File: config.mk
export PLATFORM = sky130hd
export DESIGN_NAME = periodic_task_release_scheduler
export DESIGN_NICKNAME = d
export VERILOG_FILES = /design/src/hw/rtl/ptrs_pkg.sv /design/src/hw/rtl/ptrs_ram.sv /design/src/hw/rtl/periodic_task_release_scheduler.sv
export SDC_FILE = /design/constraint.sdc
export NUM_CORES = 1
export LEC_CHECK = 0
export ABC_CLOCK_PERIOD_IN_PS = 11000
export BUFFER_PORTS_ARGS = -buffer_cell sky130_fd_sc_hd__buf_2
export CAP_MARGIN = 20
export CORE_UTILIZATION = 30
export DETAILED_ROUTE_END_ITERATION = 16
export PLACE_DENSITY = 0.44
export SLEW_MARGIN = 40
export SYNTH_ARGS = -nofsm -noshare
export SYNTH_HDL_FRONTEND = slang
export SYNTH_HIERARCHICAL = 1
export SYNTH_SLANG_ARGS = --single-unit
export TNS_END_PERCENT = 100
File: constraint.sdc
create_clock -name aclk -period 11 [get_ports aclk]
set_input_delay 1.65 -clock aclk [delete_from_list [all_inputs] [get_ports aclk]]
set_output_delay 1.65 -clock aclk [all_outputs]
set_load 0.1 [all_outputs]
File: src/hw/rtl/ptrs_pkg.sv
package ptrs_pkg;

    // Request codes carried on s_tuser
    typedef enum logic [2:0] {
        REQ_ADD  = 3'd0,
        REQ_DEL  = 3'd1,
        REQ_TICK = 3'd2,
        REQ_NEXT = 3'd3,
        REQ_DONE = 3'd4
    } req_t;

    // Status codes carried on m_tuser
    typedef enum logic [2:0] {
        ST_OK          = 3'd0,
        ST_FULL        = 3'd1,
        ST_NOT_FOUND   = 3'd2,
        ST_NONE_READY  = 3'd3,
        ST_BUSY        = 3'd4,
        ST_NOT_RUNNING = 3'd5
    } status_t;

    // Slot phase
    typedef enum logic [1:0] {
        PH_READY   = 2'd0,
        PH_RUNNING = 2'd1,
        PH_BLOCKED = 2'd2
    } phase_t;

    localparam int IdW     = 8;
    localparam int PeriodW = 16;
    localparam int SlotOutW = 3;

    // One slot table word as stored in RAM
    typedef struct packed {
        logic [PeriodW-1:0] delay;
        logic [PeriodW-1:0] period;
        logic [IdW-1:0]     id;
    } slot_word_t;

endpackage

File: src/hw/rtl/ptrs_ram.sv
module ptrs_ram #(
    parameter int WIDTH = 8,
    parameter int DEPTH = 8,
    localparam int AddrW = (DEPTH > 1) ? $clog2(DEPTH) : 1
) (
    input  logic             aclk,
    input  logic             wr_en,
    input  logic [AddrW-1:0] wr_addr,
    input  logic [WIDTH-1:0] wr_data,
    input  logic             rd_en,
    input  logic [AddrW-1:0] rd_addr,
    output logic [WIDTH-1:0] rd_data
);

    logic [WIDTH-1:0] mem [DEPTH];

    // Write one word, read one word with registered data
    always_ff @(posedge aclk) begin
        if (wr_en) begin
            mem[wr_addr] <= wr_data;
        end
        if (rd_en) begin
            rd_data <= mem[rd_addr];
        end
    end

endmodule

File: src/hw/rtl/periodic_task_release_scheduler.sv
// Channel  | Ports                     | tuser          | tdata (lowest bit up)
// ---------+---------------------------+----------------+------------------------------------
// request  | s_tvalid s_tready s_tdata | [2:0] req_type | [7:0] task_id, [23:8] period_ticks
// result   | m_tvalid m_tready m_tdata | [2:0] status   | [2:0] slot_index, [10:3] dispatched_id
//
// Walk: add, delete, tick and next walk the slot table one slot per cycle through a
// single RAM read port and one evaluate stage; done reads only the running slot, and
// next while running, done while idle and unused codes are answered without a read.
// Reset: synchronous, active low; valid, phase, written marks and control clear at once.
// Stalls: s_tready is high only while idle; a finished result waits for a free output
// register, and the next item may be accepted while that register is still held.
module periodic_task_release_scheduler #(
    parameter int SLOTS = 8
) (
    input  logic        aclk,
    input  logic        aresetn,
    input  logic        s_tvalid,
    output logic        s_tready,
    input  logic [23:0] s_tdata,  // [7:0] task_id, [23:8] period_ticks
    input  logic [2:0]  s_tuser,  // [2:0] req_type
    output logic        m_tvalid,
    input  logic        m_tready,
    output logic [15:0] m_tdata,  // [2:0] slot_index, [10:3] dispatched_id, [15:11] zero
    output logic [2:0]  m_tuser   // [2:0] status
);

    import ptrs_pkg::*;

    localparam int IW = (SLOTS > 1) ? $clog2(SLOTS) : 1;
    localparam int CW = $clog2(SLOTS + 1);
    localparam int WW = $bits(slot_word_t);

    typedef enum logic [1:0] {
        S_IDLE,
        S_SCAN,
        S_OUT
    } state_t;

    state_t             state_reg, state_next;
    req_t               req_reg, req_next;
    logic [IdW-1:0]     id_reg, id_next;
    logic [PeriodW-1:0] period_reg, period_next;
    logic [IW-1:0]      iss_addr_reg, iss_addr_next;
    logic [CW-1:0]      iss_left_reg, iss_left_next;
    logic               eval_vld_reg, eval_vld_next;
    logic [IW-1:0]      eval_idx_reg, eval_idx_next;
    logic               valid_reg [SLOTS];
    logic               valid_next [SLOTS];
    phase_t             phase_reg [SLOTS];
    phase_t             phase_next [SLOTS];
    logic               wmark_reg [SLOTS];
    logic               wmark_next [SLOTS];
    logic               running_reg, running_next;
    logic [IW-1:0]      run_slot_reg, run_slot_next;
    logic [IW-1:0]      scan_ptr_reg, scan_ptr_next;
    status_t            res_status_reg, res_status_next;
    logic [SlotOutW-1:0] res_slot_reg, res_slot_next;
    logic [IdW-1:0]     res_id_reg, res_id_next;
    logic               m_tvalid_reg, m_tvalid_next;
    logic [15:0]        m_tdata_reg, m_tdata_next;
    logic [2:0]         m_tuser_reg, m_tuser_next;

    logic               ram_wr_en;
    logic [IW-1:0]      ram_wr_addr;
    slot_word_t         ram_wr_data;
    logic               ram_rd_en;
    logic [WW-1:0]      ram_rd_data;
    slot_word_t         rd_word;
    logic [IW+SlotOutW-1:0] eval_idx_ext;
    req_t               in_req;

    ptrs_ram #(
        .WIDTH (WW),
        .DEPTH (SLOTS)
    ) u_slot_ram (
        .aclk    (aclk),
        .wr_en   (ram_wr_en),
        .wr_addr (ram_wr_addr),
        .wr_data (ram_wr_data),
        .rd_en   (ram_rd_en),
        .rd_addr (iss_addr_reg),
        .rd_data (ram_rd_data)
    );

    // Unwritten slots read as their reset value of zero
    assign rd_word      = wmark_reg[eval_idx_reg] ? slot_word_t'(ram_rd_data) : '0;
    assign eval_idx_ext = {{SlotOutW{1'b0}}, eval_idx_reg};
    assign in_req       = req_t'(s_tuser);

    assign s_tready = (state_reg == S_IDLE);
    assign m_tvalid = m_tvalid_reg;
    assign m_tdata  = m_tdata_reg;
    assign m_tuser  = m_tuser_reg;

    always_comb begin
        state_next      = state_reg;
        req_next        = req_reg;
        id_next         = id_reg;
        period_next     = period_reg;
        iss_addr_next   = iss_addr_reg;
        iss_left_next   = iss_left_reg;
        eval_vld_next   = 1'b0;
        eval_idx_next   = eval_idx_reg;
        valid_next      = valid_reg;
        phase_next      = phase_reg;
        wmark_next      = wmark_reg;
        running_next    = running_reg;
        run_slot_next   = run_slot_reg;
        scan_ptr_next   = scan_ptr_reg;
        res_status_next = res_status_reg;
        res_slot_next   = res_slot_reg;
        res_id_next     = res_id_reg;
        m_tvalid_next   = m_tvalid_reg;
        m_tdata_next    = m_tdata_reg;
        m_tuser_next    = m_tuser_reg;
        ram_wr_en       = 1'b0;
        ram_wr_addr     = eval_idx_reg;
        ram_wr_data     = rd_word;
        ram_rd_en       = 1'b0;

        // Drop the output item once taken
        if (m_tvalid_reg && m_tready) begin
            m_tvalid_next = 1'b0;
        end

        unique case (state_reg)
            S_IDLE: begin
                if (s_tvalid) begin
                    req_next        = in_req;
                    id_next         = s_tdata[7:0];
                    period_next     = s_tdata[23:8];
                    res_status_next = ST_OK;
                    res_slot_next   = '0;
                    res_id_next     = '0;
                    state_next      = S_SCAN;
                    iss_addr_next   = '0;
                    iss_left_next   = CW'(SLOTS);
                    // Answer early where no slot walk is needed
                    case (in_req)
                        REQ_NEXT: begin
                            iss_addr_next = scan_ptr_reg;
                            if (running_reg) begin
                                res_status_next = ST_BUSY;
                                state_next      = S_OUT;
                            end
                        end
                        REQ_DONE: begin
                            iss_addr_next = run_slot_reg;
                            iss_left_next = CW'(1);
                            if (!running_reg) begin
                                res_status_next = ST_NOT_RUNNING;
                                state_next      = S_OUT;
                            end
                        end
                        REQ_ADD, REQ_DEL, REQ_TICK: begin
                        end
                        default: begin
                            state_next = S_OUT;
                        end
                    endcase
                end
            end

            S_SCAN: begin
                // Issue the read of the next slot
                if (iss_left_reg != '0) begin
                    ram_rd_en     = 1'b1;
                    eval_vld_next = 1'b1;
                    eval_idx_next = iss_addr_reg;
                    iss_left_next = iss_left_reg - CW'(1);
                    iss_addr_next = (iss_addr_reg == IW'(SLOTS - 1)) ? '0
                                                                    : iss_addr_reg + IW'(1);
                end

                // Evaluate the slot read in the previous cycle
                if (eval_vld_reg) begin
                    unique case (req_reg)
                        REQ_ADD: begin
                            if (!valid_reg[eval_idx_reg]) begin
                                ram_wr_en                = 1'b1;
                                ram_wr_data.id           = id_reg;
                                ram_wr_data.period       = period_reg;
                                ram_wr_data.delay        = period_reg;
                                valid_next[eval_idx_reg] = 1'b1;
                                wmark_next[eval_idx_reg] = 1'b1;
                                phase_next[eval_idx_reg] = PH_BLOCKED;
                                res_slot_next            = eval_idx_ext[SlotOutW-1:0];
                                state_next               = S_OUT;
                            end
                        end
                        REQ_DEL: begin
                            if (rd_word.id == id_reg) begin
                                valid_next[eval_idx_reg] = 1'b0;
                                res_slot_next            = eval_idx_ext[SlotOutW-1:0];
                                state_next               = S_OUT;
                            end
                        end
                        REQ_TICK: begin
                            if (phase_reg[eval_idx_reg] == PH_BLOCKED) begin
                                if (rd_word.delay != '0) begin
                                    ram_wr_en         = 1'b1;
                                    ram_wr_data.delay = rd_word.delay - PeriodW'(1);
                                end else begin
                                    phase_next[eval_idx_reg] = PH_READY;
                                end
                            end
                        end
                        REQ_NEXT: begin
                            if (valid_reg[eval_idx_reg] &&
                                phase_reg[eval_idx_reg] == PH_READY) begin
                                phase_next[eval_idx_reg] = PH_RUNNING;
                                running_next             = 1'b1;
                                run_slot_next            = eval_idx_reg;
                                scan_ptr_next = (eval_idx_reg == IW'(SLOTS - 1)) ? '0
                                                : eval_idx_reg + IW'(1);
                                res_slot_next            = eval_idx_ext[SlotOutW-1:0];
                                res_id_next              = rd_word.id;
                                state_next               = S_OUT;
                            end
                        end
                        REQ_DONE: begin
                            ram_wr_en                = 1'b1;
                            ram_wr_data.delay        = rd_word.period;
                            phase_next[eval_idx_reg] = PH_BLOCKED;
                            running_next             = 1'b0;
                            res_slot_next            = eval_idx_ext[SlotOutW-1:0];
                            state_next               = S_OUT;
                        end
                        default: begin
                            state_next = S_OUT;
                        end
                    endcase

                    // Walk ended without a hit
                    if (iss_left_reg == '0 && state_next == S_SCAN) begin
                        state_next = S_OUT;
                        case (req_reg)
                            REQ_ADD:  res_status_next = ST_FULL;
                            REQ_DEL:  res_status_next = ST_NOT_FOUND;
                            REQ_NEXT: res_status_next = ST_NONE_READY;
                            default:  res_status_next = ST_OK;
                        endcase
                    end
                end
            end

            S_OUT: begin
                // Load the output register once it is free
                if (!m_tvalid_reg || m_tready) begin
                    m_tvalid_next = 1'b1;
                    m_tuser_next  = res_status_reg;
                    m_tdata_next  = {5'b0, res_id_reg, res_slot_reg};
                    state_next    = S_IDLE;
                end
            end

            default: begin
                state_next = S_IDLE;
            end
        endcase
    end

    always_ff @(posedge aclk) begin
        if (!aresetn) begin
            state_reg    <= S_IDLE;
            eval_vld_reg <= 1'b0;
            running_reg  <= 1'b0;
            run_slot_reg <= '0;
            scan_ptr_reg <= '0;
            m_tvalid_reg <= 1'b0;
            for (int i = 0; i < SLOTS; i++) begin
                valid_reg[i] <= 1'b0;
                phase_reg[i] <= PH_READY;
                wmark_reg[i] <= 1'b0;
            end
        end else begin
            state_reg    <= state_next;
            eval_vld_reg <= eval_vld_next;
            running_reg  <= running_next;
            run_slot_reg <= run_slot_next;
            scan_ptr_reg <= scan_ptr_next;
            m_tvalid_reg <= m_tvalid_next;
            valid_reg    <= valid_next;
            phase_reg    <= phase_next;
            wmark_reg    <= wmark_next;
        end
        req_reg        <= req_next;
        id_reg         <= id_next;
        period_reg     <= period_next;
        iss_addr_reg   <= iss_addr_next;
        iss_left_reg   <= iss_left_next;
        eval_idx_reg   <= eval_idx_next;
        res_status_reg <= res_status_next;
        res_slot_reg   <= res_slot_next;
        res_id_reg     <= res_id_next;
        m_tdata_reg    <= m_tdata_next;
        m_tuser_reg    <= m_tuser_next;
    end

endmodule

After elaboration in Yosys (flattened, before gate mapping):

Memories as Yosys holds them, arrays and structs flattened. A register that Yosys moved wholly into a read port is not among the register bits.
Index checks and enable logic that the tools add are counted.

* register bits: 108
* bits in latches: 0
* RAM bits: 320
* bits in read-only memories: 0
* bits of input ports: 31
* output and inout bits: 21
* memories kept: 1

Memory list
* u_slot_ram.mem: words 8, bits a word 40, rd ports 1, clocked after Yosys merged registers in 1, wr ports 1, line ptrs_ram.sv:15 `logic [WIDTH-1:0] mem [DEPTH];`

* add/subtract/negate cells: 4
* multiply operators: 0
* divide/modulo/power cells: 0
* order comparisons: 2
* eq/ne operators: 31
* shift-type cells: 0
* muxes and demuxes: 88
* bitwise operators: 14
* reductions and logical operators: 31

Operators by type and width (count)
* $mux 40: 4
* $mux 16: 6
* $pmux 16 s4: 1
* $mux 8: 6
* $pmux 16 s3: 1
* $mux 3: 14
* $or 8x8->8: 4
* $pmux 8 s2: 2
* $pmux 3 s2: 5
* $mux 2: 14
* $and 8x8->8: 3
* $mux 24: 1
* $ne 2x2->1 const B: 12
* $not 8->8: 3
* $mux 1: 18
* $pmux 2 s3: 3
* $and 16x16->16: 1
* $not 16->16: 1
* $reduce_and 4->1: 4
* $reduce_bool 16->1: 1
* $sub 16x1->16 const B: 1
* $reduce_and 7->1: 2
* $eq 3x2->1 const B: 4
* $eq 3x3->1 const B: 4
* other kinds (34): 55

Longest topological paths before layout:

* depth after elaboration: 15
* depth in mapped cells: 14

Hierarchy:

The synthesis kept the hierarchy.

By module, submodules not included
* ptrs_ram: times used 1, cells an instance 515, area an instance 13571.8 um^2, sequential area each 10810.4 um^2
* periodic_task_release_scheduler: times used 1, cells an instance 651, area an instance 5984.5 um^2, sequential area each 2812.7 um^2

Worst setup path before layout:

Ideal clock, no wire load.

* kind: register -> register
* start: register eval_idx_reg[0]
* end: memory u_slot_ram/mem[0][0] (netlist name) (enable)
* setup time: 0.487 ns
* arrival time: 5.786 ns
* setup slack: 4.727 ns
* stages on the path, launching flop included: 14
* clock period less this slack: 6.273 ns
* path through: edfxtp_1 > buf_2 > mux4_2 > mux2_2 > clkbuf_1 > clkbuf_1 > clkbuf_1 > nand2_1 > ha_1 > inv_1 > o21ai_1 > a21oi_1 > nand2b_1 > nor3_1

* word-level cells in the longest chain between the ends: 13
* elaborated cells on any way between the ends: 21

RTL lines
* from (decl): line periodic_task_release_scheduler.sv:46 `logic [IW-1:0] eval_idx_reg, eval_idx_next;`
* from (signal assigned): line periodic_task_release_scheduler.sv:292 `eval_idx_reg <= eval_idx_next;`
* $not 3->4 (not written as such) (*): line periodic_task_release_scheduler.sv:86, periodic_task_release_scheduler.sv:179, periodic_task_release_scheduler.sv:199
* $bmux 1 s3: line periodic_task_release_scheduler.sv:86 `assign rd_word = wmark_reg[eval_idx_reg] ? slot_word_t'(ram_rd_data) : '0;`
* $mux 1 (not written as such) (2 in series): line periodic_task_release_scheduler.sv:86
* $mux 40: line periodic_task_release_scheduler.sv:86
* $reduce_bool 16->1: line periodic_task_release_scheduler.sv:200 `if (rd_word.delay != '0) begin`
* $mux 1: line periodic_task_release_scheduler.sv:200
* $mux 1: line periodic_task_release_scheduler.sv:199 `if (phase_reg[eval_idx_reg] == PH_BLOCKED) begin`
* $pmux 1 s3 (*): line periodic_task_release_scheduler.sv:177 `unique case (req_reg)`
* $mux 1 (*): line periodic_task_release_scheduler.sv:176 `if (eval_vld_reg) begin`
* $mux 1 (*): line periodic_task_release_scheduler.sv:126 `unique case (state_reg)`
* named net ram_wr_en: line periodic_task_release_scheduler.sv:63 `logic ram_wr_en;`
* $mux 1 (*): line ptrs_ram.sv:19 `if (wr_en) begin`
* $mux 1 (not written as such) (*): line ptrs_ram.sv:20 `mem[wr_addr] <= wr_data;`
* to (decl): line ptrs_ram.sv:15

The timed path passes the listed nets; every way through them passes the cells marked *. The select of a mux whose other input is x is not followed.

Worst setup path in the final report:

* start: register eval_idx_reg[1]
* end: memory u_slot_ram/mem[1][12] (netlist name) (enable)

The elaborated chain is that of the path after synthesis.

==> results by group <==
Status
  • Outcome: completed

Synth
  • Yosys reg bits: 468
  • Xor-xnor portion of the synthesized cell area: 0.448%
  • Number of enable flip-flop cells after synthesis: 425
  • Yosys warning count: 6
  • Ys async rst share: 0%
  • Yosys cell types: 67
  • Top cell type by total area after synthesis: edfxtp_1
  • Synth top area cells: edfxtp_1 (65%), mux4_1 (11%), dfxtp_1 (4.4%)
  • Synth top cells by count: edfxtp_1 (425), nand2_1 (102), mux4_1 (80), nor2_1 (61), clkbuf_1 (45)
  • Post-Synth Adder-Cell Area: 0.448%
  • Combinational family with the most area after synthesis: multiplexers
  • Compound-gate portion of the synthesized area: 5.91%
  • Top-area cell type share of the netlist area: 65.3%
  • Gate count of the mapped netlist: 1166
  • Ys flop type: edfxtp_1
  • Register area share after synthesis: 69.7%
  • Post-synthesis mux area share: 14.3%
  • Post-Synth Simple-Gate Area: 7.27%
  • Cell with the most instances after synthesis: edfxtp_1
  • Syn_area_per_cell: 16.8 um2
  • Syn Std Cell Area: 0.0196 mm2

Die
  • Row Count: 93
  • Die ar.: 0.0662 mm2
  • Initial Utilization: 30.3%
  • Die H: 257 um
  • Die width: 257 um
  • I/O pins: 52
  • Core area: 0.0645 mm2

Worst setup path
  • Critical Path AT: 5.04 ns
  • Startpoint Class: flop
  • Crit-path slowest cell: edfxtp_1
  • Crit path top cell by count: buf_4
  • CP peak stage delay: 0.72 ns
  • Worst-path fanout max: 63
  • Top delay family on crit path: buffers and inverters
  • Worst endpoint required time: 11.25 ns
  • Crit path kind: flop to flop
  • Worst path cell trace: clkinv_1, mux2_2, buf_4, o21a_1, o21ai_1, a21oi_1, nand2b_1, nor2_4, buf_4
  • WP buf/inv: 3
  • Worst setup EP type: flop

Finish
  • Max reg flops: 320
  • # fillers: 6096
  • Multi-input combinational cell area: 0.00565 mm2
  • Non-Filler Instances: 2132
  • Antenna Cells: 0
  • Area growth syn-to-layout: 15.4%
  • Register area: 0.0136 mm2
  • Post-route cell area: 0.0226 mm2
  • Fin nets: 1273
  • Fraction of layout cells with a size suffix above 1: 18.0%

Placed design
  • Placed Instances: 2035
  • Port-buffer cells: 46
  • HPWL Detailed: 27.0 mm
  • Routability Congestion: 0.808
  • Cell Area, Placed: 0.0208 mm2

STA
  • Worst-margin pin slew: 0.869 ns
  • Hold_ws: 0.418 ns
  • Slew Limit Headroom: 42.1%
  • Worst Skew: 0.0137 ns
  • Highest clock rate: 0.208 GHz
  • Minimum clock period: 4.80 ns
  • Max Slew Vio Count: 0
  • RSZ-0062 raised after global routing: no
  • TNS Setup: 0 ns
  • Fin crit share: 43.6%
  • Final setup fails: 0
  • Fin. Hold Viols: 0

Route
  • Drc violations: 0
  • Iter 0 DRT Violations: 827
  • Routed wire length: 47.0 mm
  • DR pass1 iterations: 5
  • DR WL/cell: 22.0 um
  • Antenna-violating nets left: 0
  • Vias per Instance: 5.11
  • Via count: 10.9k

Clock tree
  • Htree depth: 2
  • CTS tree: yes
  • # resized after CTS: 0
  • Hold-fix buffers, CTS: 0
  • CTS clk-pin slew, worst paths: 0.06 ns
  • Clock buffer depth: 3
  • Clock Latency Late Sink: 0.59 ns
  • CTS Buf Count: 51
  • CTS root buffer: clkbuf_16
  • Clock sink total: 468
  • Setup bufs post-CTS: 0

Global routing
  • Global-route wire length before repair: 70.9 mm
  • Met3 Use GR: 2.33%
  • Most crowded layer after global routing: met2
  • GRT Total Usage: 14.2%
  • Grt total ovfl: 0
  • Pin count of the biggest net entering global routing: 64
  • M2 GR Usage: 22.7%
  • Initial antenna violation count: 0
  • GRT met1 Usage: 19.8%
  • Vias in the first global route: 11.0k

Power
  • Worst vdd ir: 0.104 mV
  • Final Total Pwr: 4090 uW
  • Leakage: 0.00781 uW
  • PwrDens: 181 mW/mm2

Min path
  • Hold crit path type: flop to flop

Run
  • Max-cap violations: 0
## cell type report
class | count | area share [%]
Clock buffer | 59 | 5.97
Clock inverter | 36 | 1.49
Inverter | 9 | 0.150
Multi-Input combinational cell | 623 | 25.0
Sequential cell | 468 | 60.3
Tap cell | 855 | 4.74
Timing Repair Buffer | 82 | 2.28
## final timing paths
kind	slack [ns]	depth (start not counted)	end	from
worst min-delay path	0.42	0	m_tdata[1]$_DFFE_PP_	res_slot_reg[1]$_SDFFCE_PN0P_
worst min register to register	0.42	0	m_tdata[1]$_DFFE_PP_	res_slot_reg[1]$_SDFFCE_PN0P_
worst max register to register	6.20	9	u_slot_ram/mem[1][12]$_DFFE_PP_	eval_idx_reg[1]$_DFFE_PP_
worst max-delay path	6.20	9	u_slot_ram/mem[1][12]$_DFFE_PP_	eval_idx_reg[1]$_DFFE_PP_
## metal layers
metal  wire, um  vias to the layer above
met2      21900                      287
met1      21900                     5650
met3       2180                       69
met5          0                        -
met4       1010                        0
li1           -                     4889
## stage by stage
stage	util [%]	setup slack (ns)
after floorplan	-	4.73
after global placement	32.3	6.16
after detailed placement	32.3	6.17
after CTS	35.0	6.14
after global routing	35.0	5.86
final	35.0	6.20
## layout by cell type, fill, tap and decap left out, types with 8 or more instances in the layout
| cell | n |
|---|---|
| buf_4 | 31 |
| mux2i_1 | 9 |
| nand2b_1 | 13 |
| clkinv_1 | 17 |
| nor2_1 | 54 |
| or3_1 | 9 |
| mux4_1 | 80 |
| nand2_1 | 102 |
| edfxtp_1 | 425 |
| buf_2 | 48 |
| nor3_1 | 18 |
| clkinv_2 | 11 |
| o22ai_1 | 12 |
| a221oi_1 | 11 |
| nor4_1 | 10 |
| mux2_2 | 43 |
| clkbuf_16 | 53 |
| xor2_1 | 8 |
| a21oi_1 | 36 |
| a221o_1 | 9 |
| dfxtp_1 | 43 |
| a31oi_1 | 9 |
| o21ai_0 | 26 |
| nand3_1 | 34 |
| and3_1 | 10 |
## cells by family (layout without fill, tap and decap cells)
| group | after synthesis | count (layout) |
|---|---|---|
| xor gates and xnor gates | 10 | 10 |
| and+or+nand+nor | 297 | 297 |
| AOI/OAI and AO/OA | 167 | 167 |
| DFF | 468 | 468 |
| muxes | 137 | 137 |
| buffers and inverters | 79 | 186 |
| adders and majority gates | 7 | 7 |
| other | 1 | 5 |
## where the power goes
group | internal (uW) | total [uW] | switching (uW)
clock network | 1020 | 1700 | 687
registers | 1980 | 2020 | 37.4
logic | 146 | 367 | 221
Power figures use the tool's default switching activity.
